[config.mk]
export PLATFORM = sky130hd
export DESIGN_NAME = tcg_cfg
export DESIGN_NICKNAME = d
export VERILOG_FILES = /design/src/tcg_pkg.sv /design/src/tcg_cfg.sv
export SDC_FILE = /design/constraint.sdc
export NUM_CORES = 1
export LEC_CHECK = 0
export ABC_AREA = 1
export BUFFER_PORTS_ARGS = -buffer_cell sky130_fd_sc_hd__buf_2
export CAP_MARGIN = 25
export CORE_MARGIN = 1.5
export CORE_UTILIZATION = 39
export DETAILED_ROUTE_END_ITERATION = 10
export GPL_TIMING_DRIVEN = 0
export PLACE_DENSITY = 0.68
export SETUP_SLACK_MARGIN = 0.5
export SYNTH_ARGS = -nofsm -noshare
export SYNTH_HDL_FRONTEND = slang
export SYNTH_SLANG_ARGS = --single-unit
[constraint.sdc]
create_clock -name clk_i -period 2.7 [get_ports clk_i]
set_clock_uncertainty 0.2 [all_clocks]
set_input_delay 0.81 -clock clk_i [delete_from_list [all_inputs] [get_ports clk_i]]
set_output_delay 0.81 -clock clk_i [all_outputs]
set_load 0.02 [all_outputs]
[src/tcg_pkg.sv]
// Shared types and constants of the text console grid.
// No dependencies; the RTL files refer to it by scoped names, the bench imports it.
package tcg_pkg;

  // Field widths of the channels and the configuration port
  localparam int unsigned CHAR_W     = 8;
  localparam int unsigned ACT_W      = 2;
  localparam int unsigned VROW_W     = 6;
  localparam int unsigned VCOL_W     = 7;
  localparam int unsigned CCOL_W     = 7;
  localparam int unsigned CROW_W     = 6;
  localparam int unsigned GCOLS_W    = 8;
  localparam int unsigned GROWS_W    = 7;
  localparam int unsigned CFG_IDX_W  = 1;
  localparam int unsigned CFG_DATA_W = 8;

  // Default grid capacity
  localparam int unsigned DEF_MAX_COLS = 128;
  localparam int unsigned DEF_MAX_ROWS = 64;

  // Register reset values
  localparam logic [GCOLS_W-1:0] GRID_COLS_RST = 8'd80;
  localparam logic [GROWS_W-1:0] GRID_ROWS_RST = 7'd25;

  // Character codes with a meaning of their own
  localparam logic [CHAR_W-1:0] SPACE_CHAR   = 8'h20;
  localparam logic [CHAR_W-1:0] NEWLINE_CHAR = 8'h0A;
  localparam logic [CHAR_W-1:0] NUL_CHAR     = 8'h00;

  typedef enum logic [ACT_W-1:0] {
    ACT_WRITE = 2'd0,
    ACT_BACK  = 2'd1,
    ACT_CLEAR = 2'd2,
    ACT_READ  = 2'd3
  } action_e;

  typedef enum logic [CFG_IDX_W-1:0] {
    CFG_GRID_COLS = 1'b0,
    CFG_GRID_ROWS = 1'b1
  } cfg_idx_e;

  typedef enum logic [2:0] {
    ST_INIT,
    ST_IDLE,
    ST_EXEC,
    ST_BLANK,
    ST_FILL,
    ST_RDATA,
    ST_EMIT
  } ctrl_state_e;

endpackage

[src/tcg_cfg.sv]
// Configuration registers of the console and their clamped grid size.
// Depends on tcg_pkg for widths, reset values and register indexes.
module tcg_cfg #(
  parameter int unsigned MAX_COLS = tcg_pkg::DEF_MAX_COLS,
  parameter int unsigned MAX_ROWS = tcg_pkg::DEF_MAX_ROWS,
  localparam int unsigned CNW = $clog2(MAX_COLS + 1),
  localparam int unsigned RNW = $clog2(MAX_ROWS + 1)
) (
  input  logic                           clk_i,
  input  logic                           rst_ni,
  input  logic                           cfg_we_i,
  input  logic [tcg_pkg::CFG_IDX_W-1:0]  cfg_idx_i,
  input  logic [tcg_pkg::CFG_DATA_W-1:0] cfg_data_i,
  output logic [CNW-1:0]                 eff_cols_o,
  output logic [RNW-1:0]                 eff_rows_o
);

  logic [tcg_pkg::GCOLS_W-1:0] grid_cols_q;
  logic [tcg_pkg::GROWS_W-1:0] grid_rows_q;

  // Take register writes
  always_ff @(posedge clk_i or negedge rst_ni) begin
    if (!rst_ni) begin
      grid_cols_q <= tcg_pkg::GRID_COLS_RST;
      grid_rows_q <= tcg_pkg::GRID_ROWS_RST;
    end else if (cfg_we_i) begin
      unique case (tcg_pkg::cfg_idx_e'(cfg_idx_i))
        tcg_pkg::CFG_GRID_COLS: grid_cols_q <= cfg_data_i[tcg_pkg::GCOLS_W-1:0];
        tcg_pkg::CFG_GRID_ROWS: grid_rows_q <= cfg_data_i[tcg_pkg::GROWS_W-1:0];
        default: ;
      endcase
    end
  end

  // Clamp the sizes in use to 1..capacity
  always_comb begin
    if (grid_cols_q == '0) begin
      eff_cols_o = CNW'(1);
    end else if (32'(grid_cols_q) > MAX_COLS) begin
      eff_cols_o = CNW'(MAX_COLS);
    end else begin
      eff_cols_o = CNW'(grid_cols_q);
    end

    if (grid_rows_q == '0) begin
      eff_rows_o = RNW'(1);
    end else if (32'(grid_rows_q) > MAX_ROWS) begin
      eff_rows_o = RNW'(MAX_ROWS);
    end else begin
      eff_rows_o = RNW'(grid_rows_q);
    end
  end

endmodule

### Yosys cells after proc, flatten, opt, wreduce, memory -nomap -nowiden

Cells that the tools add are included.

| storage, ports and cells | value |
|---|---|
| logic and storage cells | 13 |
| output and inout port bits | 15 |
| flip-flop bits (word level) | 15 |
| input port bits | 12 |

| cells by class | value |
|---|---|
| muxes and demuxes | 4 |
| $lt $le $gt $ge | 2 |
| bitwise logic cells | 1 |
| reduce and logical (&&, ||, !) cells | 4 |

Operator list:

| operator | number |
|---|---|
| 8-bit 2-to-1 mux | 2 |
| 7-bit 2-to-1 mux | 2 |
| 8-bit > comparator (second input constant) | 1 |
| 8-bit zero test | 1 |
| 7-bit > comparator (second input constant) | 1 |
| 7-bit zero test | 1 |
| 2-bit AND reduction | 2 |
| 1-bit inverter | 1 |

### Longest topological paths before layout

Gate-level depths: netlist of run 1.

| depth | value |
|---|---|
| depth after elaboration | 3 |
| depth in mapped cells | 5 |
| gate-level depth less buffers | 5 |

### Worst setup path before layout of run 1

No wires, ideal clock.

| timing | value |
|---|---|
| path type | reg2out |
| from | register grid_rows_q[2] (netlist name) |
| to | output eff_rows_o[1] |
| buffers on the path | 0 |
| stages on the path, launching flop included | 6 |
| data arrival time | 0.968 ns |
| setup slack | 0.722 ns |
| required time | 1.690 ns |
| cells stage by stage | dfrtp_1 nor2_1 nand3_1 nand2_1 inv_1 nor2_1 |

| on the way | value |
|---|---|
| cells in the longest elaborated chain, start to end | 3 |
| elaborated cells between the ends (all ways) | 4 |
| classes of those cells | order compare: 1; mux: 2; reduce/logical: 1 |

RTL lines:

| what | RTL line | source |
|---|---|---|
| start, declared | tcg_cfg.sv:19 | `logic [tcg_pkg::GROWS_W-1:0] grid_rows_q;` |
| start signal, assigned | tcg_cfg.sv:25 | `grid_rows_q <= tcg_pkg::GRID_ROWS_RST;` |
| start signal, assigned | tcg_cfg.sv:29 | `tcg_pkg::CFG_GRID_ROWS: grid_rows_q <= cfg_data_i[tcg_pkg::GROWS_W-1:0];` |
| 7-bit > comparator | tcg_cfg.sv:47 | `end else if (32'(grid_rows_q) > MAX_ROWS) begin` |
| 7-bit 2-to-1 mux | tcg_cfg.sv:47 |  |
| 7-bit 2-to-1 mux (*) | tcg_cfg.sv:45 | `if (grid_rows_q == '0) begin` |
| end, declared | tcg_cfg.sv:15 | `output logic [RNW-1:0] eff_rows_o` |

Mark *: on every way between the ends. The rest lies on a longest branch, timed or not.

### Final worst setup path of run 1

| timing | value |
|---|---|
| from | register grid_rows_q[2] (netlist name) |
| to | output eff_rows_o[2] |

Same word-level chain as after synthesis.

==> impl_metrics.tcl, run 1 <==
set metrics [dict create \
    dr.pass1.iters 4 \
    drv_cap 0 \
    die_area_um2 2300 \
    yosys_register_bits 15 \
    finalSetupViolCount 0 \
    syn2layout_area_growth_pct 42.3 \
    portBuffers 26 \
    final.setup.tns_ns 0 \
    first_iter_violations 19 \
    ys_warn_count 0 \
    gp_congestion 0.683 \
    synth_area_um2 790 \
    vdd_ir_drop_max_uv 309 \
    final_core_util_pct 57.9 \
    cts-htree-levels 1 \
    worstPathArrival_ns 1.35 \
    synth_cell_types 14 \
    vias_per_cell 4.43 \
    fmax_mhz 425 \
    layout_commonest_cell "nand2_1" \
    synth_nets 114 \
    placementRows 16 \
    dp.final_hpwl_mm 1.15 \
    power_density_nw_per_um2 575 \
    cp.required_ns 1.69 \
    tritoncts "done" \
    hold_buffers 0 \
    placed_cells 155 \
    timing.hold.ws_ns 0.211 \
    synth_top_area_cell "dfrtp_1" \
    synth_area_leaders "dfrtp_1, dfstp_2, inv_1" \
    layout.cells.non_filler 170 \
    core_um2 1940 \
    syn-instance-count 102 \
    ios 27 \
    die_w_um 48.0 \
    grt_max_degree 16 \
    mostFrequentLayoutCells "nand2_1, inv_1, buf_2" \
    routedWlPerCell_um 10.5 \
    status "completed" \
    yosysSeqAreaShare_pct 48.3 \
    cts_buffers 3 \
    routed_wl_mm 1.79 \
    ant_nets 0 \
    grt.overflow.total 0 \
    track_usage_pct 15.2 \
    clock_path_buffers 2 \
    antenna_found_initial 0 \
    period_share_pct 87.2 \
    max_slew_margin_pct 77.4 \
    vias 753 \
    final-max-slew-violation-count 0 \
    synth_top_area_share_pct 31.7 \
    avgSynthCellArea_um2 7.74 \
    drc 0 \
    cts_root_buffer "clkbuf_4" \
    grt_setup_unrepaired "true" \
    path_clk_slew_ns 0.09 \
    worst_setup_path_start_kind "flop" \
    initial_utilization_pct 40.7 \
    worst_pin_slew_ns 0.338 \
    clock-sinks 15 \
    grt_pass1_wl_mm 2.42 \
    num_antenna_cells 0 \
    critPathKind "flop to output pin" \
    report.final.hold_viol_count 0 \
    grt_pass1_vias 602 \
    clock_latency_ns 0.28 \
    crit_fanout 3 \
    drive_gt1_share_pct 49.0 \
    hp-class "primary input to async pin" \
    final_nets 156 \
    end_kind "output pin" \
    p_leak_nw 0.611 \
    fin_crit_ns 2.36 \
    die_y_um 48.0 \
]
## critical path, stage by stage (launching register included)
cell,delay (ns)
dfrtp_1,0.42
nor2_2,0.15
nand3_1,0.10
nand2_2,0.09
inv_2,0.06
nor2_2,0.08
buf_4,0.15
## path summary, 6_finish.rpt
kind                                startpoint             end  slack (ns)  depth (start not counted)
min in group clk_i              grid_cols_q[5]  grid_cols_q[5]        0.32                          2
worst max register to register  grid_rows_q[0]  grid_rows_q[0]        1.66                          3
max in group asynchronous               rst_ni  grid_cols_q[4]        1.79                          1
worst min register to register  grid_cols_q[5]  grid_cols_q[5]        0.32                          2
worst max-delay path            grid_rows_q[2]   eff_rows_o[2]        0.34                          6
worst min-delay path                    rst_ni  grid_rows_q[6]        0.21                          1
## cells by family (layout without fill, tap and decap cells)
| logic type | Yosys count | count (layout) | synth area share (%) |
|---|---|---|---|
| AOI/OAI and AO/OA | 15 | 15 | 13.3 |
| buffers and inverters | 25 | 66 | 14.3 |
| DFF | 15 | 15 | 48.3 |
| and+or+nand+nor | 47 | 47 | 24.1 |
## registers in the layout, summed over array words and instances (netlist names)
register     flops
grid_rows_q      7
grid_cols_q      8
## metal layers
layer | global-route usage (%) | share of wire [%]
met1 | 20.1 | 45
met2 | 24.5 | 51
met3 | 2.26 | 3.4
met4 | 6.49 | 1.1
met5 | 0 | 0
## repair_timing
item,CTS,global route
cloned,0,0
setup buffers,8,3
gates resized for setup,7,18
pin swaps,2,4
setup endpoints to repair,7,10
## stage by stage
| step | power [mW] | setup slack [ns] | instance area, um2 |
|---|---|---|---|
| floorplan | 0.401 | 0.722 | 790 |
| global placement | 0.451 | 0.698 | 953 |
| detailed placement | 0.454 | 0.691 | 953 |
| CTS | 0.614 | 0.396 | 1060 |
| global route | 0.683 | 0.283 | 1120 |
| finish | 0.646 | 0.344 | 1120 |
## cell usage after synthesis
library cell  number
nor2_1            20
dfrtp_1           10
o21ai_1            7
nand2_1           20
nor3_1             1
dfstp_2            5
inv_1             21
buf_8              1
a21oi_2            1
nand3_1            2
buf_6              1
nand2_2            4
o21ai_2            7
clkbuf_1           2
## final cells by class
type,count,area (um2)
buffer,4,33.8
clock buffer,4,26.3
fill,194,818
inverter,21,78.8
multi-input combinational,62,315
sequential,15,382
tap,27,33.8
timing repair buffer,37,254
## power breakdown
| group | switching, mW | internal [mW] | leakage [nW] |
|---|---|---|---|
| combinational | 0.122 | 0.107 | 0.422 |
| sequential | 0.0263 | 0.260 | 0.175 |
| clock | 0.0731 | 0.0574 | 0.0150 |
Power figures use the tool's default switching activity.
==> inputs of run 2 (changes only) <==
- CTS_BUF_LIST: default -> sky130_fd_sc_hd__clkbuf_8
==> run 2 against run 1 <==
Effect of this change:
- hold slack better by 0.039 ns
- combinational power up 5%
- non-clock buffer count down 2
- worst setup slack better by 0.054 ns
- sequential share of layout area down 1.2 points
- final cell count down 1.2%
- global-route usage up 0.15 points
- critical path depth unchanged
- clock-buffer cell count down 1
- first-iteration DRC count down 74%
- critical path type unchanged
- highest routed layer unchanged
==> impl_metrics.tcl, run 2 (synthesized netlist as in run 1, its figures left out) <==
set metrics [dict create \
    dr.pass1.iters 3 \
    num_antenna_cells 0 \
    gp_congestion 0.683 \
    drv_cap 0 \
    grt_util_met1_pct 20.3 \
    timing.hold.ws_ns 0.250 \
    worstPathArrival_ns 1.29 \
    initial_utilization_pct 40.7 \
    switchingPower_mw 0.234 \
    vdd_ir_drop_max_uv 345 \
    largest_reg_flops 8 \
    grt_pass1_wl_mm 2.44 \
    die_area_um2 2300 \
    placementRows 16 \
    num-fill-cells 185 \
    power_density_nw_per_um2 605 \
    grt_use_met2_pct 24.8 \
    status "completed" \
    period_share_pct 85.2 \
    max_flop_register "grid_cols_q" \
    p_seq_share_pct 40.8 \
    vias 743 \
    report.final.hold_viol_count 0 \
    mostFrequentLayoutCells "inv_1, nand2_1, buf_2" \
    cts_root_buffer "clkbuf_8" \
    die_w_um 48.0 \
    dp_slack_ns 0.691 \
    die_y_um 48.0 \
    final_core_util_pct 60.1 \
    max_slew_margin_pct 78.2 \
    clock-sinks 15 \
    combPwrFrac_pct 34.0 \
    track_usage_pct 15.3 \
    syn2layout_area_growth_pct 47.7 \
    cp.required_ns 1.69 \
    use_met3_pct 2.26 \
    antenna_found_initial 0 \
    postPlaceCellArea_um2 953 \
    cts_buffers 3 \
    layout.cells.non_filler 168 \
    p_leak_nw 0.619 \
    core_um2 1940 \
    first_iter_violations 5 \
    cts-htree-levels 1 \
    worst_pin_slew_ns 0.327 \
    grt_setup_unrepaired "true" \
    power_mw 0.706 \
    crit_fanout 3 \
    hp-class "primary input to async pin" \
    final.setup.tns_ns 0 \
    routed_wl_mm 1.79 \
    grt_max_degree 16 \
    end_kind "output pin" \
    tritoncts "done" \
    drive_gt1_share_pct 49.6 \
    worst_setup_path_start_kind "flop" \
    grt.overflow.total 0 \
    routedWlPerCell_um 10.7 \
    design_area_um2 1170 \
    swShare_pct 33.1 \
    final-max-slew-violation-count 0 \
    largestRegisters "grid_cols_q: 8 flops, grid_rows_q: 7 flops" \
    final_nets 154 \
    critPathKind "flop to output pin" \
    fin_ws_ns 0.399 \
    multi_input_area_um2 340 \
    seqCellArea_um2 382 \
    fmax_mhz 435 \
    grt_pass1_vias 593 \
    top_usage_layer "met2" \
    vias_per_cell 4.42 \
    portBuffers 26 \
    path_clk_slew_ns 0.06 \
    fin_crit_ns 2.30 \
    dp.final_hpwl_mm 1.15 \
    p_clk_share_pct 25.2 \
    clock_path_buffers 2 \
    ios 27 \
    finalSetupViolCount 0 \
    p_int_mw 0.472 \
    drc 0 \
    placed_cells 155 \
    clock_latency_ns 0.25 \
    ant_nets 0 \
    hold_buffers 0 \
]
==> run 2: cell count changes in the layout (fill, tap and decap cells not counted), moves of 2 or more <==
cell,before,now
buf_4,15,10
nor2_4,0,4
buf_6,6,9
clkbuf_4,3,0
clkbuf_8,0,3
nor2_1,13,11
nor2_2,7,5
==> run 2: path summary, 6_finish.rpt <==
check / slack [ns] / end / start / cells past startpoint
max: 0.40 / eff_rows_o[5] / grid_rows_q[2] / 6
min: 0.25 / grid_rows_q[5] / rst_ni / 1
max reg2reg: 1.67 / grid_rows_q[3] / grid_rows_q[3] / 3
min reg2reg: 0.31 / grid_cols_q[5] / grid_cols_q[5] / 2
max in group asynchronous: 1.76 / grid_cols_q[4] / rst_ni / 1
min in group clk_i: 0.31 / grid_cols_q[5] / grid_cols_q[5] / 2
==> run 2: power groups by stage <==
stage / registers [mW] / logic, mW / clock network, mW
2_1_floorplan: 0.283 / 0.117 / 0
3_3_place_gp: 0.290 / 0.161 / 0
3_5_place_dp: 0.290 / 0.164 / 0
4_1_cts: 0.284 / 0.197 / 0.180
5_1_grt: 0.292 / 0.262 / 0.189
6_report: 0.288 / 0.240 / 0.178
==> run 2: metal layers <==
metal | routed length (um) | vias to the layer above
li1 | - | 380
met1 | 815 | 343
met2 | 898 | 16
met3 | 53 | 4
met4 | 23 | 0
met5 | 0 | -
==> run 2: cell type report <==
class / instances / share of cell area (%)
flip-flops and latches: 15 / 32.7
clock inverters: 1 / 0.322
repair buffers: 35 / 21.5
well taps: 27 / 2.90
plain buffers: 4 / 2.90
inverters: 21 / 6.97
multi-input cells: 62 / 29.2
clock buffers: 3 / 3.54
==> run 2: worst max-delay path: stages, from the launching register on <==
cell and delay [ns]:
dfrtp_1 0.41, nor2_2 0.16, nand3_1 0.10, nand2_2 0.10, inv_4 0.06, nor2_4 0.09, buf_6 0.12
==> run 2: repair_timing <==
| action | 4_1_cts | 5_1_grt |
|---|---|---|
| endpoints found under the setup margin | 7 | 9 |
| pin swaps | 3 | 6 |
| setup buffers | 7 | 2 |
| gates resized for setup | 8 | 27 |
==> inputs of run 3 (changes only) <==
- CORE_MARGIN: 1.5 -> default
==> run 3 against run 2 <==
Effect of this change:
- power fell by 0.82%
- wire length rose by 5.2%
- critical path type unchanged
- final cell count is the same
- largest power group unchanged
==> impl_metrics.tcl, run 3 (synthesized netlist as in run 1, its figures left out) <==
set metrics [dict create \
    layout.cells.non_filler 168 \
    vias_per_cell 4.45 \
    routed_wl_mm 1.88 \
    portBuffers 26 \
    drive_gt1_share_pct 49.7 \
    ant_nets 0 \
    fin_crit_ns 2.38 \
    tritoncts "done" \
    power_mw 0.700 \
    track_usage_pct 17.5 \
    path_clk_slew_ns 0.06 \
    initial_utilization_pct 43.8 \
    max_flop_register "grid_cols_q" \
    clock_latency_ns 0.24 \
    die_y_um 47.0 \
    num_antenna_cells 0 \
    power_density_nw_per_um2 608 \
    cts_buffers 3 \
    dp.final_hpwl_mm 1.16 \
    reg2reg_depth 4 \
    postPlaceCellArea_um2 951 \
    placementRows 15 \
    routedWlPerCell_um 11.2 \
    dr.pass1.iters 4 \
    end_kind "output pin" \
    status "completed" \
    max_slew_margin_pct 77.6 \
    final_nets 156 \
    grt_max_degree 16 \
    rr_startpoint "grid_rows_q[4]" \
    drc 0 \
    first_iter_violations 11 \
    grt_pass1_vias 657 \
    p_leak_nw 0.624 \
    layout_commonest_cell "inv_1" \
    r2r_slack_ns 1.58 \
    syn2layout_area_growth_pct 45.8 \
    clock-sinks 15 \
    vias 748 \
    vdd_ir_drop_max_uv 388 \
    seqCellArea_um2 382 \
    multi_input_area_um2 330 \
    crit_fanout 3 \
    num-fill-cells 170 \
    crit_chain "nor2_2 > nand3_2 > nand2_2 > inv_2 > nor2_1 > buf_4" \
    design_area_um2 1150 \
    worstPathArrival_ns 1.37 \
    grt.overflow.total 0 \
    final.setup.tns_ns 0 \
    final_core_util_pct 63.9 \
    report.final.hold_viol_count 0 \
    fmax_mhz 421 \
    placed_cells 153 \
    period_share_pct 88.1 \
    core_um2 1800 \
    ios 27 \
    cp.required_ns 1.69 \
    worst_pin_slew_ns 0.336 \
    hp-class "primary input to async pin" \
    cts-htree-levels 1 \
    slowest_stage "dfrtp_1" \
    worst_setup_path_start_kind "flop" \
    grt_setup_unrepaired "true" \
    gp_congestion 0.714 \
    grt_pass1_wl_mm 2.69 \
    largestRegisters "grid_cols_q: 8 flops, grid_rows_q: 7 flops" \
    critPathKind "flop to output pin" \
    clock_path_buffers 2 \
    antenna_found_initial 0 \
    final-max-slew-violation-count 0 \
    finalSetupViolCount 0 \
    largest_reg_flops 8 \
    mostFrequentLayoutCells "inv_1, nand2_1, buf_4" \
    slowest_delay_ns 0.41 \
    timing.hold.ws_ns 0.259 \
    die_w_um 47.0 \
    drv_cap 0 \
    die_area_um2 2210 \
    fin_ws_ns 0.322 \
    cts_root_buffer "clkbuf_8" \
    dp_slack_ns 0.691 \
    r2r-end "grid_rows_q[4]" \
]
run 3: cell count changes in the layout (fill, tap and decap cells not counted), sizes merged:
cell,delta
inv,-1
buf,+2
clkinv,+1
run 3: cell type report:
class | instances | area share, %
flip-flops and latches | 15 | 33.2
multi-input cells | 62 | 28.7
repair buffers | 37 | 21.6
inverters | 21 | 6.85
clock buffers | 3 | 3.59
plain buffers | 4 | 2.93
well taps | 25 | 2.72
clock inverters | 1 | 0.435
run 3: routing by layer:
| metal | part of all wire [%] | vias to the layer above | track usage (%) |
|---|---|---|---|
| met5 | 0 | - | 0 |
| met4 | 0 | 0 | 5.14 |
| met3 | 3.9 | 0 | 3.46 |
| met2 | 52 | 19 | 31.1 |
| met1 | 44 | 345 | 21.3 |
| li1 | - | 384 | - |
run 3: worst max-delay path by stage:
stage | start | endpoint | slack, ns | depth (start not counted)
floorplan | grid_rows_q[2] | eff_rows_o[1] | 0.72 | 5
global placement | grid_cols_q[4] | eff_cols_o[3] | 0.70 | 6
finish | grid_rows_q[1] | eff_rows_o[5] | 0.32 | 6
detailed placement | grid_rows_q[4] | eff_rows_o[1] | 0.69 | 6
CTS | grid_cols_q[4] | eff_cols_o[4] | 0.45 | 6
global route | grid_rows_q[1] | eff_rows_o[5] | 0.30 | 6
run 3: critical path: cells and delay by family (launching register included):
kind / cells / cell delay, ns
AND/OR/NAND/NOR: 4 / 0.48
flip-flops: 1 / 0.41
buffers and inverters: 2 / 0.23
run 3: power breakdown:
group / switching [mW] / internal [mW]
sequential: 0.0297 / 0.260
clock: 0.0784 / 0.102
combinational: 0.124 / 0.106
total: 0.232 / 0.468
run 3: timing repair:
item,4_1_cts,5_1_grt
hold buffers,0,0
resized for setup,10,15
pin swaps,2,2
hold endpoints to repair,0,0
endpoints found under the setup margin,7,10
buffers inserted,7,4
