$ cat src/tcg_pkg.sv
// Shared types and constants of the text console grid.
// No dependencies; the RTL files refer to it by scoped names, the bench imports it.
package tcg_pkg;

  // Field widths of the channels and the configuration port
  localparam int unsigned CHAR_W     = 8;
  localparam int unsigned ACT_W      = 2;
  localparam int unsigned VROW_W     = 6;
  localparam int unsigned VCOL_W     = 7;
  localparam int unsigned CCOL_W     = 7;
  localparam int unsigned CROW_W     = 6;
  localparam int unsigned GCOLS_W    = 8;
  localparam int unsigned GROWS_W    = 7;
  localparam int unsigned CFG_IDX_W  = 1;
  localparam int unsigned CFG_DATA_W = 8;

  // Default grid capacity
  localparam int unsigned DEF_MAX_COLS = 128;
  localparam int unsigned DEF_MAX_ROWS = 64;

  // Register reset values
  localparam logic [GCOLS_W-1:0] GRID_COLS_RST = 8'd80;
  localparam logic [GROWS_W-1:0] GRID_ROWS_RST = 7'd25;

  // Character codes with a meaning of their own
  localparam logic [CHAR_W-1:0] SPACE_CHAR   = 8'h20;
  localparam logic [CHAR_W-1:0] NEWLINE_CHAR = 8'h0A;
  localparam logic [CHAR_W-1:0] NUL_CHAR     = 8'h00;

  typedef enum logic [ACT_W-1:0] {
    ACT_WRITE = 2'd0,
    ACT_BACK  = 2'd1,
    ACT_CLEAR = 2'd2,
    ACT_READ  = 2'd3
  } action_e;

  typedef enum logic [CFG_IDX_W-1:0] {
    CFG_GRID_COLS = 1'b0,
    CFG_GRID_ROWS = 1'b1
  } cfg_idx_e;

  typedef enum logic [2:0] {
    ST_INIT,
    ST_IDLE,
    ST_EXEC,
    ST_BLANK,
    ST_FILL,
    ST_RDATA,
    ST_EMIT
  } ctrl_state_e;

endpackage

$ cat src/tcg_stream_if.sv
// Valid/ready channel interfaces for the console's command and result words.
// Depends on tcg_pkg for field widths and the action type.
interface tcg_in_if;
  logic                               valid;
  logic                               ready;
  tcg_pkg::action_e                   action;
  logic [tcg_pkg::CHAR_W-1:0]         char_code;
  logic [tcg_pkg::VROW_W-1:0]         view_row;
  logic [tcg_pkg::VCOL_W-1:0]         view_col;

  modport source (output valid, action, char_code, view_row, view_col, input ready);
  modport sink   (input valid, action, char_code, view_row, view_col, output ready);
endinterface

interface tcg_out_if;
  logic                               valid;
  logic                               ready;
  logic [tcg_pkg::CHAR_W-1:0]         read_char;
  logic [tcg_pkg::CCOL_W-1:0]         cursor_col;
  logic [tcg_pkg::CROW_W-1:0]         cursor_row;

  modport source (output valid, read_char, cursor_col, cursor_row, input ready);
  modport sink   (input valid, read_char, cursor_col, cursor_row, output ready);
endinterface

$ cat src/tcg_ctrl.sv
// Command sequencer: cursor, read-modify-write of the cell store, result register.
// Depends on tcg_pkg and the tcg_in_if / tcg_out_if channel interfaces.
module tcg_ctrl #(
  parameter int unsigned MAX_COLS = tcg_pkg::DEF_MAX_COLS,
  parameter int unsigned MAX_ROWS = tcg_pkg::DEF_MAX_ROWS,
  localparam int unsigned DEPTH = MAX_COLS * MAX_ROWS,
  localparam int unsigned AW    = (DEPTH > 1) ? $clog2(DEPTH) : 1,
  localparam int unsigned CNW   = $clog2(MAX_COLS + 1),
  localparam int unsigned RNW   = $clog2(MAX_ROWS + 1)
) (
  input  logic                       clk_i,
  input  logic                       rst_ni,
  tcg_in_if.sink                     in_if,
  tcg_out_if.source                  out_if,
  input  logic [CNW-1:0]             eff_cols_i,
  input  logic [RNW-1:0]             eff_rows_i,
  output logic                       mem_we_o,
  output logic [AW-1:0]              mem_waddr_o,
  output logic [tcg_pkg::CHAR_W-1:0] mem_wdata_o,
  output logic                       mem_re_o,
  output logic [AW-1:0]              mem_raddr_o,
  input  logic [tcg_pkg::CHAR_W-1:0] mem_rdata_i
);

  localparam int unsigned COL_W = (MAX_COLS > 1) ? $clog2(MAX_COLS) : 1;
  localparam int unsigned ROW_W = (MAX_ROWS > 1) ? $clog2(MAX_ROWS) : 1;

  tcg_pkg::ctrl_state_e state_q, state_d;

  logic [COL_W-1:0]           cur_col_q, cur_col_d;
  logic [ROW_W-1:0]           cur_row_q, cur_row_d;
  logic [AW-1:0]              fill_cnt_q, fill_cnt_d;
  logic [COL_W-1:0]           blank_cnt_q, blank_cnt_d;
  logic [tcg_pkg::CHAR_W-1:0] rd_q, rd_d;
  logic                       out_valid_q, out_valid_d;

  // Held command word
  tcg_pkg::action_e           act_q;
  logic [tcg_pkg::CHAR_W-1:0] ch_q;
  logic [tcg_pkg::VROW_W-1:0] vrow_q;
  logic [tcg_pkg::VCOL_W-1:0] vcol_q;

  // Result word
  logic [tcg_pkg::CHAR_W-1:0] out_char_q;
  logic [COL_W-1:0]           out_col_q;
  logic [ROW_W-1:0]           out_row_q;

  logic take;
  logic load_out;

  logic [COL_W-1:0] col_clamp, bk_col;
  logic [ROW_W-1:0] row_clamp, bk_row, row_down, prow;
  logic [CNW-1:0]   col_inc, blank_inc;
  logic [RNW:0]     prow_sum;
  logic             in_view;

  function automatic logic [AW-1:0] cell_addr(logic [ROW_W-1:0] r, logic [COL_W-1:0] c);
    return AW'(int'(r) * MAX_COLS + int'(c));
  endfunction

  // Cursor arithmetic shared by the states
  always_comb begin
    col_clamp = (CNW'(cur_col_q) >= eff_cols_i) ? COL_W'(eff_cols_i - CNW'(1)) : cur_col_q;
    row_clamp = (RNW'(cur_row_q) >= eff_rows_i) ? ROW_W'(eff_rows_i - RNW'(1)) : cur_row_q;
    col_inc   = CNW'(cur_col_q) + CNW'(1);
    blank_inc = CNW'(blank_cnt_q) + CNW'(1);
    row_down  = (RNW'(cur_row_q) + RNW'(1) >= eff_rows_i) ? '0 : cur_row_q + ROW_W'(1);

    // Backspace steps back, wrapping up a row and around the top
    if (cur_col_q == '0) begin
      bk_col = COL_W'(eff_cols_i - CNW'(1));
      bk_row = (cur_row_q == '0) ? ROW_W'(eff_rows_i - RNW'(1)) : cur_row_q - ROW_W'(1);
    end else begin
      bk_col = cur_col_q - COL_W'(1);
      bk_row = cur_row_q;
    end

    // View row 0 is the row after the cursor row; sum stays below twice the rows
    in_view  = (int'(vrow_q) < int'(eff_rows_i)) && (int'(vcol_q) < int'(eff_cols_i));
    prow_sum = (RNW+1)'(cur_row_q) + (RNW+1)'(ROW_W'(vrow_q)) + (RNW+1)'(1);
    prow     = (prow_sum >= (RNW+1)'(eff_rows_i)) ?
               ROW_W'(prow_sum - (RNW+1)'(eff_rows_i)) : ROW_W'(prow_sum);
  end

  // Next state and outputs
  always_comb begin
    state_d     = state_q;
    cur_col_d   = cur_col_q;
    cur_row_d   = cur_row_q;
    fill_cnt_d  = fill_cnt_q;
    blank_cnt_d = blank_cnt_q;
    rd_d        = rd_q;
    take        = 1'b0;
    load_out    = 1'b0;
    in_if.ready = 1'b0;
    mem_we_o    = 1'b0;
    mem_waddr_o = cell_addr(cur_row_q, cur_col_q);
    mem_wdata_o = tcg_pkg::SPACE_CHAR;
    mem_re_o    = 1'b0;
    mem_raddr_o = cell_addr(prow, COL_W'(vcol_q));

    unique case (state_q)
      tcg_pkg::ST_INIT, tcg_pkg::ST_FILL: begin
        // Sweep every cell of the store to space
        mem_we_o    = 1'b1;
        mem_waddr_o = fill_cnt_q;
        if (fill_cnt_q == AW'(DEPTH - 1)) begin
          state_d = (state_q == tcg_pkg::ST_INIT) ? tcg_pkg::ST_IDLE : tcg_pkg::ST_EMIT;
        end else begin
          fill_cnt_d = fill_cnt_q + AW'(1);
        end
      end

      tcg_pkg::ST_IDLE: begin
        in_if.ready = 1'b1;
        if (in_if.valid) begin
          take      = 1'b1;
          cur_col_d = col_clamp;
          cur_row_d = row_clamp;
          state_d   = tcg_pkg::ST_EXEC;
        end
      end

      tcg_pkg::ST_EXEC: begin
        rd_d    = tcg_pkg::SPACE_CHAR;
        state_d = tcg_pkg::ST_EMIT;
        unique case (act_q)
          tcg_pkg::ACT_WRITE: begin
            priority if (ch_q == tcg_pkg::NUL_CHAR) begin
              state_d = tcg_pkg::ST_EMIT;
            end else if (ch_q == tcg_pkg::NEWLINE_CHAR) begin
              cur_row_d   = row_down;
              cur_col_d   = '0;
              blank_cnt_d = '0;
              state_d     = tcg_pkg::ST_BLANK;
            end else begin
              mem_we_o    = 1'b1;
              mem_wdata_o = ch_q;
              if (col_inc >= eff_cols_i) begin
                cur_row_d   = row_down;
                cur_col_d   = '0;
                blank_cnt_d = '0;
                state_d     = tcg_pkg::ST_BLANK;
              end else begin
                cur_col_d = cur_col_q + COL_W'(1);
              end
            end
          end
          tcg_pkg::ACT_BACK: begin
            cur_col_d   = bk_col;
            cur_row_d   = bk_row;
            mem_we_o    = 1'b1;
            mem_waddr_o = cell_addr(bk_row, bk_col);
          end
          tcg_pkg::ACT_CLEAR: begin
            cur_col_d  = '0;
            cur_row_d  = '0;
            fill_cnt_d = '0;
            state_d    = tcg_pkg::ST_FILL;
          end
          tcg_pkg::ACT_READ: begin
            if (in_view) begin
              mem_re_o = 1'b1;
              state_d  = tcg_pkg::ST_RDATA;
            end
          end
          default: ;
        endcase
      end

      tcg_pkg::ST_BLANK: begin
        // Blank the new row one column a cycle
        mem_we_o    = 1'b1;
        mem_waddr_o = cell_addr(cur_row_q, blank_cnt_q);
        if (blank_inc >= eff_cols_i) begin
          state_d = tcg_pkg::ST_EMIT;
        end else begin
          blank_cnt_d = blank_cnt_q + COL_W'(1);
        end
      end

      tcg_pkg::ST_RDATA: begin
        rd_d    = mem_rdata_i;
        state_d = tcg_pkg::ST_EMIT;
      end

      tcg_pkg::ST_EMIT: begin
        // Hold until the result register is free
        if (!out_valid_q || out_if.ready) begin
          load_out = 1'b1;
          state_d  = tcg_pkg::ST_IDLE;
        end
      end

      default: state_d = tcg_pkg::ST_INIT;
    endcase

    out_valid_d = load_out | (out_valid_q & ~out_if.ready);
  end

  // Control registers
  always_ff @(posedge clk_i or negedge rst_ni) begin
    if (!rst_ni) begin
      state_q     <= tcg_pkg::ST_INIT;
      cur_col_q   <= '0;
      cur_row_q   <= '0;
      fill_cnt_q  <= '0;
      blank_cnt_q <= '0;
      out_valid_q <= 1'b0;
    end else begin
      state_q     <= state_d;
      cur_col_q   <= cur_col_d;
      cur_row_q   <= cur_row_d;
      fill_cnt_q  <= fill_cnt_d;
      blank_cnt_q <= blank_cnt_d;
      out_valid_q <= out_valid_d;
    end
  end

  // Payload registers
  always_ff @(posedge clk_i) begin
    rd_q <= rd_d;
    if (take) begin
      act_q  <= in_if.action;
      ch_q   <= in_if.char_code;
      vrow_q <= in_if.view_row;
      vcol_q <= in_if.view_col;
    end
    if (load_out) begin
      out_char_q <= rd_q;
      out_col_q  <= cur_col_q;
      out_row_q  <= cur_row_q;
    end
  end

  assign out_if.valid      = out_valid_q;
  assign out_if.read_char  = out_char_q;
  assign out_if.cursor_col = tcg_pkg::CCOL_W'(out_col_q);
  assign out_if.cursor_row = tcg_pkg::CROW_W'(out_row_q);

endmodule

$ cat src/flat_wrapper.sv
// flat-port wrapper written by rule: the top's interface ports become plain ports
module tcg_ctrl_flat 
#(
  parameter int unsigned MAX_COLS = tcg_pkg::DEF_MAX_COLS,
  parameter int unsigned MAX_ROWS = tcg_pkg::DEF_MAX_ROWS,
  localparam int unsigned DEPTH = MAX_COLS * MAX_ROWS,
  localparam int unsigned AW    = (DEPTH > 1) ? $clog2(DEPTH) : 1,
  localparam int unsigned CNW   = $clog2(MAX_COLS + 1),
  localparam int unsigned RNW   = $clog2(MAX_ROWS + 1)
)
  (clk_i, rst_ni, eff_cols_i, eff_rows_i, mem_we_o, mem_waddr_o, mem_wdata_o, mem_re_o, mem_raddr_o, mem_rdata_i, in_if_valid, in_if_action, in_if_char_code, in_if_view_row, in_if_view_col, in_if_ready, out_if_valid, out_if_read_char, out_if_cursor_col, out_if_cursor_row, out_if_ready);
  tcg_in_if in_if_i ();
  tcg_out_if out_if_i ();
  input  logic clk_i;
  input  logic rst_ni;
  input  logic [CNW-1:0] eff_cols_i;
  input  logic [RNW-1:0] eff_rows_i;
  output logic mem_we_o;
  output logic [AW-1:0] mem_waddr_o;
  output logic [tcg_pkg::CHAR_W-1:0] mem_wdata_o;
  output logic mem_re_o;
  output logic [AW-1:0] mem_raddr_o;
  input  logic [tcg_pkg::CHAR_W-1:0] mem_rdata_i;
  input wire logic [$bits(in_if_i.valid)-1:0] in_if_valid;
  input wire logic [$bits(in_if_i.action)-1:0] in_if_action;
  input wire logic [$bits(in_if_i.char_code)-1:0] in_if_char_code;
  input wire logic [$bits(in_if_i.view_row)-1:0] in_if_view_row;
  input wire logic [$bits(in_if_i.view_col)-1:0] in_if_view_col;
  output wire logic [$bits(in_if_i.ready)-1:0] in_if_ready;
  output wire logic [$bits(out_if_i.valid)-1:0] out_if_valid;
  output wire logic [$bits(out_if_i.read_char)-1:0] out_if_read_char;
  output wire logic [$bits(out_if_i.cursor_col)-1:0] out_if_cursor_col;
  output wire logic [$bits(out_if_i.cursor_row)-1:0] out_if_cursor_row;
  input wire logic [$bits(out_if_i.ready)-1:0] out_if_ready;
  assign in_if_i.valid = in_if_valid;
  assign in_if_i.action = in_if_action;
  assign in_if_i.char_code = in_if_char_code;
  assign in_if_i.view_row = in_if_view_row;
  assign in_if_i.view_col = in_if_view_col;
  assign in_if_ready = in_if_i.ready;
  assign out_if_valid = out_if_i.valid;
  assign out_if_read_char = out_if_i.read_char;
  assign out_if_cursor_col = out_if_i.cursor_col;
  assign out_if_cursor_row = out_if_i.cursor_row;
  assign out_if_i.ready = out_if_ready;
  tcg_ctrl #(.MAX_COLS(MAX_COLS), .MAX_ROWS(MAX_ROWS)) u_core (.clk_i(clk_i), .rst_ni(rst_ni), .in_if(in_if_i), .out_if(out_if_i), .eff_cols_i(eff_cols_i), .eff_rows_i(eff_rows_i), .mem_we_o(mem_we_o), .mem_waddr_o(mem_waddr_o), .mem_wdata_o(mem_wdata_o), .mem_re_o(mem_re_o), .mem_raddr_o(mem_raddr_o), .mem_rdata_i(mem_rdata_i));
endmodule
$ cat config.mk
export PLATFORM = sky130hd
export DESIGN_NAME = tcg_ctrl_flat
export DESIGN_NICKNAME = d
export VERILOG_FILES = /design/src/tcg_pkg.sv /design/src/tcg_stream_if.sv /design/src/tcg_ctrl.sv /design/src/flat_wrapper.sv
export SDC_FILE = /design/constraint.sdc
export NUM_CORES = 1
export LEC_CHECK = 0
export ABC_AREA = 1
export BUFFER_PORTS_ARGS = -buffer_cell sky130_fd_sc_hd__buf_2
export CORE_MARGIN = 10
export CORE_UTILIZATION = 45
export CTS_CLUSTER_DIAMETER = 30
export CTS_CLUSTER_SIZE = 28
export DETAILED_ROUTE_END_ITERATION = 16
export PLACE_DENSITY_LB_ADDON = 0.15
export RECOVER_POWER = 50
export SLEW_MARGIN = 10
export SYNTH_ARGS = -nofsm -noshare
export SYNTH_HDL_FRONTEND = slang
export SYNTH_SLANG_ARGS = --single-unit
$ cat constraint.sdc
create_clock -name clk_i -period 7.1 [get_ports clk_i]
set_input_delay 0 -clock clk_i [delete_from_list [all_inputs] [get_ports clk_i]]
set_output_delay 0 -clock clk_i [all_outputs]
set_load 0.005 [all_outputs]
# After elaboration in Yosys (flattened, before gate mapping)
# Index checks and enable logic that the tools add are counted.
# W data, S select, Z words.
[word_totals] regBits=89 in_bits=50 output_inout_bits=59 elab_cells=146
[op_classes] n_addsub=18 order_cmp=8 eq_ne=26 mux=58 n_bitwise=3 n_reduce_logical=19
[ops] cell="$mux W7" count=11
[ops] cell="$mux W6" count=9
[ops] cell="$add A13 B7 Y13" count=4
[ops] cell="$mux W13" count=3
[ops] cell="$pmux W13 S3" count=1
[ops] cell="$mux W8" count=4
[ops] cell="$pmux W7 S2" count=2
[ops] cell="$pmux W13 S2" count=1
[ops] cell="$add A7 B1 Y8 const B" count=3
[ops] cell="$mux W3" count=8
[ops] cell="$pmux W7 S3" count=1
[ops] cell="$pmux W3 S6" count=1
[ops] cell="$pmux W6 S3" count=1
[ops] cell="$ge A8 B8 Y1" count=2
[ops] cell="$pmux W8 S2" count=1
[ops] cell="$add A7 B1 Y7 const B" count=2
[ops] cell="$sub A7 B1 Y7 const B" count=2
[ops] cell="$add A13 B1 Y13 const B" count=1
[ops] cell="$eq A13 B13 Y1 const B" count=1
[ops] cell="$ne A2 B2 Y1 const B" count=6
[ops] cell="$pmux W6 S2" count=1
[ops] cell="$sub A6 B1 Y6 const B" count=2
[ops] cell="$mux W1" count=10
[ops] cell="$ne A2 B1 Y1 const B" count=5
[ops] cell="other kinds (41)" count=50

# Depth between registers and ports, before layout
# Gate-level depths: netlist of the first run.
[depth] ltp_word=8 ltp_mapped=19 depth_no_buf=19

# Least setup slack after synthesis of the first run
# Ideal clock, no wire load.
[synth_timing] path_type="flip-flop to output port" start="register u_core.cur_row_q[0]" end="output mem_raddr_o[9]" arrival_time_ns=2.823 required_time_ns=7.100 setup_slack_ns=4.277 path_stages_with_launch=15 path_buffers=0 path_cell_list="dfrtp_1 > clkinv_1 > ha_1 > fa_1 > nand3b_1 > and2_1 > xor2_1 > inv_1 > ha_1 > and3_1 > nand2_1 > nand3_1 > inv_1 > nand2_1 > o21ai_0"
[synth_between] elab_chain_cells=5 word_cells_on_any_way=6 classes_between="add/sub: 4; order compare: 1; mux: 1"
[synth_lines] item="from (decl)" line_no="tcg_ctrl.sv:31" source="logic [ROW_W-1:0] cur_row_q, cur_row_d;"
[synth_lines] item="from (signal assigned)" line_no="tcg_ctrl.sv:213" source="cur_row_q <= cur_row_d;"
[synth_lines] item="$add A6 B6 Y7 (*)" line_no="tcg_ctrl.sv:80" source="prow_sum = (RNW+1)'(cur_row_q) + (RNW+1)'(ROW_W'(vrow_q)) + (RNW+1)'(1);"
[synth_lines] item="$add A7 B1 Y8 (*)" line_no="tcg_ctrl.sv:80"
[synth_lines] item="$ge A8 B7 Y1 or $sub A6 B6 Y6 (tied branches)" line_no="tcg_ctrl.sv:81, tcg_ctrl.sv:82"
[synth_lines] item="$mux W6 (*)" line_no="tcg_ctrl.sv:81" source="prow = (prow_sum >= (RNW+1)'(eff_rows_i)) ?"
[synth_lines] item="$add A13 B7 Y13 (*)" line_no="tcg_ctrl.sv:58" source="return AW'(int'(r) * MAX_COLS + int'(c));"
[synth_lines] item="to (decl)" line_no="flat_wrapper.sv:22" source="output logic [AW-1:0] mem_raddr_o;"
# Every way passes the cells marked *; elsewhere a longest branch is shown, timed or not.

# Final worst setup path of the first run
# Ends and elaborated chain as after synthesis.

==> results of run 1 <==
## registers in the layout, indices dropped and copies added, names as in the netlist
| signal | count |
|---|---|
| u_core.fill_cnt_q | 13 |
| u_core.ch_q | 8 |
| u_core.out_if.read_char | 8 |
| u_core.rd_q | 8 |
| u_core.blank_cnt_q | 7 |
| u_core.cur_col_q | 7 |
| u_core.out_if.cursor_col | 7 |
| u_core.vcol_q | 7 |
| u_core.cur_row_q | 6 |
| u_core.out_if.cursor_row | 6 |
| u_core.vrow_q | 6 |
| u_core.state_q | 3 |
| u_core.act_q | 2 |
| u_core.out_if.valid | 1 |
## worst register-to-register path, cell delays in order, from the launching register on
cell	delay, ns
dfrtp_1	0.60
ha_1	0.26
nand3_1	0.12
nor2_1	0.17
nand2_1	0.07
nand2_1	0.07
nand2_1	0.08
ha_1	0.28
nand2_1	0.08
inv_1	0.05
a21oi_1	0.13
nand2_1	0.08
nor2_2	0.19
nand2_1	0.18
nand3_2	0.20
nand2_4	0.12
nand3_1	0.08
o21ai_1	0.07
## metrics by stage
stage	util (%)	worst slack [ns]
after global routing	54.0	3.08
after CTS	54.3	3.39
final	54.0	3.40
after floorplan	-	4.28
after global placement	50.1	3.86
after detailed placement	50.1	3.79
## power breakdown
part           internal [uW]  switching, uW  leakage [uW]  total [uW]
Sequential               722            202      0.000957         924
Combinational            653           1090       0.00306        1750
Clock                    302            235      0.000159         537
Total                   1680           1530       0.00417        3210
## Yosys cell counts, types with 9 or more instances
cell type,n,area [um^2]
nand2_1,265,995
inv_1,118,443
nor2_1,92,345
nand3_1,80,400
ha_1,74,926
edfxtp_1,52,1560
a21oi_1,38,190
dfrtp_1,37,926
o21ai_0,29,145
nand4_1,27,169
xor2_1,24,210
o21ai_1,17,85.1
buf_2,13,65.1
nor2_2,9,56.3
nor3_1,9,45.0
## per-layer routing
metal  share of wire [%]  global-route usage (%)  vias to the layer above
li1                    -                       -                     3451
met5                   0                       0                        -
met3                 5.7                    3.43                       19
met1                  45                    24.2                     3123
met2                  48                    33.5                      176
met4                 1.1                    5.06                        0
## cells in the final DEF (no fill, tap or decap), types with 10 or more instances in the layout
cell type and count:
clkbuf_16 10, a21oi_1 38, edfxtp_1 52, buf_2 78
o21ai_1 17, nand3_1 80, clkbuf_1 29, o21ai_0 29
nand4_1 27, nor2_2 11, dlygate4sd3_1 34, ha_1 74
xor2_1 24, dfrtp_1 37, nand2_1 265, inv_1 118
nor2_1 91
## area by class of cell
| type | count | area (um^2) | share of cell area [%] |
|---|---|---|---|
| multi-input cells | 723 | 4090 | 48.0 |
| flip-flops and latches | 89 | 2490 | 29.2 |
| repair buffers | 144 | 860 | 10.1 |
| inverters | 128 | 488 | 5.73 |
| well taps | 216 | 270 | 3.17 |
| clock buffers | 10 | 250 | 2.94 |
| clock inverters | 6 | 77.6 | 0.910 |
## worst max path at each step
stage / startpoint / endpoint
2_1_floorplan: u_core.cur_row_q[0]$_DFFE_PN0P_ / mem_raddr_o[9]
3_3_place_gp: u_core.cur_row_q[0]$_DFFE_PN0P_ / mem_raddr_o[9]
3_5_place_dp: u_core.cur_row_q[0]$_DFFE_PN0P_ / mem_raddr_o[9]
4_1_cts: u_core.cur_row_q[0]$_DFFE_PN0P_ / mem_raddr_o[9]
5_1_grt: u_core.cur_row_q[0]$_DFFE_PN0P_ / mem_raddr_o[9]
6_report: u_core.cur_row_q[0]$_DFFE_PN0P_ / mem_raddr_o[9]
## kinds of logic (layout without fill, tap and decap cells)
family / Yosys count / count (layout) / synth area share [%]
and+or+nand+nor: 510 / 510 / 31.5
buffers and inverters: 149 / 288 / 8.38
AOI/OAI and AO/OA: 109 / 109 / 8.64
DFF: 89 / 89 / 34.6
adders and majority gates: 76 / 76 / 13.5
xor gates and xnor gates: 28 / 28 / 3.42
==> qor.txt, run 1 <==
Yosys reg bits: 89
Row Count: 46
Mapped Area: 0.00718 mm^2
Initial Utilization: 45.5%
Syn Inst Count: 961
R2R Path Start: u_core.cur_col_q[0]$_DFFE_PN0P_
Overflow after GRT: 0
Root buffer cell: clkbuf_16
Nets: 1221
Htree depth: 3
Worst rel slew slack: -47.6%
Number of global-route vias before repair: 6733
Hold path depth: 4
Fillers: 1594
Share of the clock period used by the worst path: 52.1%
Longest Clk Path Bufs: 2
Finished Cell Area: 0.00852 mm^2
Post-CTS Setup Inserts: 0
Width of the die: 146 um
Pwr Total: 3210 uW
Synthesis-to-finish area growth: 18.7%
TritonCTS Sinks: 89
Hold_buf cts: 34
PostCTS Resize Cnt: 0
Worst hold-check path type: input pin to flop
Crit-path cells: clkinv_1 > ha_1 > fa_1 > nand3b_1 > and2_1 > xor2_1 > inv_1 > ha_1 > and3_1 > nand2_1 > nand3_1 > inv_1 > nand2_1 > o21ai_0 > buf_2
Initial antenna violation count: 0
# diodes: 0
Die area: 0.0214 mm^2
Mean Syn Cell Area: 7.47 um^2
CP Data Arrival Time: 3.70 ns
Max Clk Rate: 270 MHz
RSZ-0062 raised after global routing: no
DR vias/cell: 5.14
Number of synthesized flops with an enable pin: 52
Pwr dens: 376 mW/mm^2
Crit end category: output pin
WP data required: 7.10 ns
Final Hold Violating Endpoints: 0
CP Max Fanout: 11
Startpoint types: flop
Min cycle time layout: 3.70 ns
Final TNS setup: 0 ns
Min-delay src: eff_rows_i[0]
Failing checks: capacitance limit, slew limit
Final hold slack: 0.0198 ns
1st-pass router iterations: 5
Placement Cell Area: 0.00790 mm^2
Final Non-Filler Cells: 1316
Worst slew pin tran: 2.21 ns
Cts bufs inserted: 9
CP top delay family: adder cells
Clk_skew: 0.0102 ns
Remaining DRCs: 0
Post-synth net total: 1087
Antenna Violating Nets Remaining: 0
Crit path buf inv count: 4
Slowest-stage cell, CP: dfrtp_1
Placed instance count: 1266
Iter 0 DRT Violations: 463
Layout cell share with drive strength beyond 1: 12.2%
Outcome: finished, violations left
Warning count from the yosys run: 0
Number of max-cap violations: 1
Largest net degree at the start of global routing: 38
GPL Wtd Cong: 0.911
Leak pwr: 0.00417 uW
Stages on worst setup path: 15
Hold path endpoint: u_core.cur_row_q[0]$_DFFE_PN0P_
Skew-Pair Late Insertion Delay: 0.36 ns
Sequential share of the synthesized area: 34.6%
Largest stage delay, worst path: 0.45 ns
Final Setup Violations: 0
First-pass GRT wire length: 34100 um
Core Area: 0.0158 mm^2
Vias: 6769
Gr usage total: 19.3%
I/O pins: 109
Synth unique cells: 48
Asr flop ratio synth: 41.6%
Die height: 146 um
CTS tree: done
Total Wirelength: 20600 um
R2r endpoint: u_core.blank_cnt_q[3]$_DFFE_PN0P_
R2r setup slk: 4.17 ns
Drt wl/cell: 15.7 um
R2R depth: 17
DP HPWL: 15900 um
Port Buffers: 108
Worst vdd ir: 192 uV
Primary FF master, synth: edfxtp_1
Clk slew on worst S/H paths: 0.07 ns
Slew Limit Fails: 38
Crit path kind: flop to output pin
Power figures use the tool's default switching activity.
==> run 2: changes to the inputs <==
==> constraint.sdc (replaced) <==
create_clock -name clk_i -period 3.8 [get_ports clk_i]
set_input_delay 0 -clock clk_i [delete_from_list [all_inputs] [get_ports clk_i]]
set_output_delay 0 -clock clk_i [all_outputs]
set_load 0.005 [all_outputs]
==> run 2 against run 1 <==
Against the previous run:
- the run still ends with capacitance limit, slew limit left
- sequential cell count stayed put
- sequential share of layout area down 0.068 points
- register-to-register slack got worse by 3.2 ns
- final area up 0.23%
- critical path type unchanged
- largest cell class unchanged
- largest power group unchanged
- highest routed layer unchanged
==> qor.txt, run 2 (synthesis gave the netlist of run 1 again) <==
Commonest non-fill, non-tap cell in the layout: nand2_1 (unchanged)
CTS tree: done (unchanged)
Clk_skew: 0.00877 ns (was 0.0102 ns)
Number of global-route vias before repair: 6642 (was 6733)
Final Hold Violating Endpoints: 0 (unchanged)
R2R depth: 15 (was 17)
Slew Limit Fails: 38 (unchanged)
Worst hold-check path type: input pin to flop (unchanged)
Placed instance count: 1274 (was 1266)
Largest net degree at the start of global routing: 38 (unchanged)
Switching portion of total power: 47.9% (was 47.7%)
Root buffer cell: clkbuf_16 (unchanged)
Outcome: finished, violations left (unchanged)
# diodes: 0 (unchanged)
Core Area: 0.0158 mm^2 (unchanged)
Vias: 6837 (was 6769)
Internal: 3090 uW (was 1680 uW)
Htree depth: 3 (unchanged)
R2r setup slk: 0.93 ns (was 4.17 ns)
First-pass GRT wire length: 33800 um (was 34100 um)
Crit end category: output pin (unchanged)
Worst slew pin tran: 2.17 ns (was 2.21 ns)
Skew-Pair Late Insertion Delay: 0.35 ns (was 0.36 ns)
Width of the die: 146 um (unchanged)
Final Non-Filler Cells: 1324 (was 1316)
Antenna Violating Nets Remaining: 0 (unchanged)
Max FFs per register: 13 (unchanged)
Clock power share: 15.6% (was 16.7%)
Largest Register: u_core.fill_cnt_q (unchanged)
Drt wl/cell: 15.7 um (about the same)
Worst rel slew slack: -44.7% (was -47.6%)
1st-pass router iterations: 5 (unchanged)
Overflow after GRT: 0 (unchanged)
Die area: 0.0214 mm^2 (unchanged)
Cts bufs inserted: 9 (unchanged)
Final TNS setup: 0 ns (unchanged)
WP data required: 3.80 ns (was 7.10 ns)
Layout cell share with drive strength beyond 1: 12.5% (was 12.2%)
Pwr dens: 696 mW/mm^2 (was 376 mW/mm^2)
TritonCTS Sinks: 89 (unchanged)
I/O pins: 109 (unchanged)
Seq pwr share: 27.8% (was 28.8%)
CP Max Fanout: 10 (was 11)
Nets: 1229 (was 1221)
Pre-CTS setup slack: 0.752 ns (was 3.79 ns)
Commonest cells after routing, fill and taps aside: 266 x nand2_1, 118 x inv_1, 90 x nor2_1 (was 265 x nand2_1, 118 x inv_1, 91 x nor2_1)
DP HPWL: 16100 um (was 15900 um)
Leak pwr: 0.00418 uW (was 0.00417 uW)
Row Count: 46 (unchanged)
Die height: 146 um (unchanged)
Startpoint types: flop (unchanged)
Clk slew on worst S/H paths: 0.07 ns (about the same)
Logic pwr share: 56.6% (was 54.4%)
Psw: 2850 uW (was 1530 uW)
Crit path kind: flop to output pin (unchanged)
Synthesis-to-finish area growth: 19.0% (was 18.7%)
Iter 0 DRT Violations: 480 (was 463)
GPL Wtd Cong: 0.921 (was 0.911)
RSZ-0062 raised after global routing: no (unchanged)
PostCTS Resize Cnt: 0 (unchanged)
Min cycle time layout: 3.44 ns
Initial Utilization: 45.5% (unchanged)
Longest Clk Path Bufs: 2 (unchanged)
Number of max-cap violations: 1 (unchanged)
Setup WS post-layout: 0.361 ns (was 3.40 ns)
Worst vdd ir: 368 uV (was 192 uV)
Failing checks: capacitance limit, slew limit (unchanged)
Max Clk Rate: 291 MHz
Final Core Density: 54.2% (was 54.0%)
Remaining DRCs: 0 (unchanged)
Final Setup Violations: 0 (unchanged)
Hold path depth: 4 (unchanged)
Share of the clock period used by the worst path: 90.5%
Total Wirelength: 20800 um (was 20600 um)
DR vias/cell: 5.16 (was 5.14)
CP Data Arrival Time: 3.44 ns (was 3.70 ns)
Gr usage total: 19.3% (about the same)
Port Buffers: 108 (unchanged)
Initial antenna violation count: 0 (unchanged)
run 2: cell count changes in the layout (fill, tap and decap cells not counted):
cell | previous run | this run
buf_2 | 78 | 79
buf_4 | 2 | 6
inv_8 | 2 | 1
clkbuf_1 | 29 | 33
nand2_4 | 3 | 2
clkbuf_2 | 1 | 0
nor2_1 | 91 | 90
clkinvlp_4 | 1 | 2
nor2_4 | 2 | 3
bufinv_16 | 1 | 0
nand2_1 | 265 | 266
inv_6 | 2 | 3
run 2: area by class of cell:
cell class,count,area (um^2)
clock buffer,10,250
inverter,128,488
tap,216,270
sequential,89,2490
fill,1601,7230
timing repair buffer,152,905
clock inverter,6,52.6
multi-input combinational,723,4090
run 2: routing by layer:
| layer | global-route usage, % | share of wire [%] | up-vias |
|---|---|---|---|
| met1 | 23.9 | 44 | 3145 |
| met5 | 0 | 0 | - |
| met2 | 33.3 | 49 | 201 |
| met4 | 5.01 | 1.3 | 0 |
| met3 | 3.96 | 5.8 | 19 |
| li1 | - | - | 3472 |
run 2: final timing paths:
kind                                                   endpoint                       startpoint
setup / recovery                                 mem_raddr_o[9]  u_core.cur_row_q[2]$_DFFE_PN0P_
hold reg to reg            u_core.out_if.read_char[4]$_DFFE_PP_     u_core.rd_q[4]$_SDFFCE_PN0P_
hold / removal                  u_core.cur_row_q[0]$_DFFE_PN0P_                    eff_rows_i[0]
setup reg to reg                u_core.cur_row_q[4]$_DFFE_PN0P_  u_core.cur_col_q[0]$_DFFE_PN0P_
max in group asynchronous     u_core.fill_cnt_q[12]$_DFFE_PN0P_                           rst_ni
min in group asynchronous     u_core.blank_cnt_q[0]$_DFFE_PN0P_                           rst_ni
run 2: metrics by stage:
step	hold WS, ns	cell area (um^2)	total power [uW]
6_report	0.0360	8540	5940
3_5_place_dp	0.179	7960	5040
2_1_floorplan	-0.296	7180	3980
5_1_grt	0.0649	8540	6520
4_1_cts	0.0269	8600	6010
3_3_place_gp	0.176	7960	5010
run 2: power by group through the flow:
stage / combinational, uW / clock, uW / sequential, uW
floorplan: 2440 / 0 / 1540
global placement: 3350 / 0 / 1660
detailed placement: 3370 / 0 / 1670
CTS: 3420 / 944 / 1650
global route: 3850 / 978 / 1690
finish: 3360 / 927 / 1650
run 2: repair_timing:
action	4_1_cts	5_1_grt
hold buffers	34	0
hold endpoints to repair	70	0
setup buffers	0	0
run 2: critical path, stage by stage, from the launching register on:
cell and delay (ns):
dfrtp_1 0.57, ha_1 0.36, a21oi_1 0.15, o21ai_0 0.13
nand2_1 0.09, nand2_1 0.05, a21oi_1 0.17, xor2_1 0.26
ha_1 0.31, a21o_1 0.17, a21oi_1 0.13, nand3_1 0.26
inv_1 0.17, nand2_1 0.06, o21ai_0 0.06, buf_2 0.13
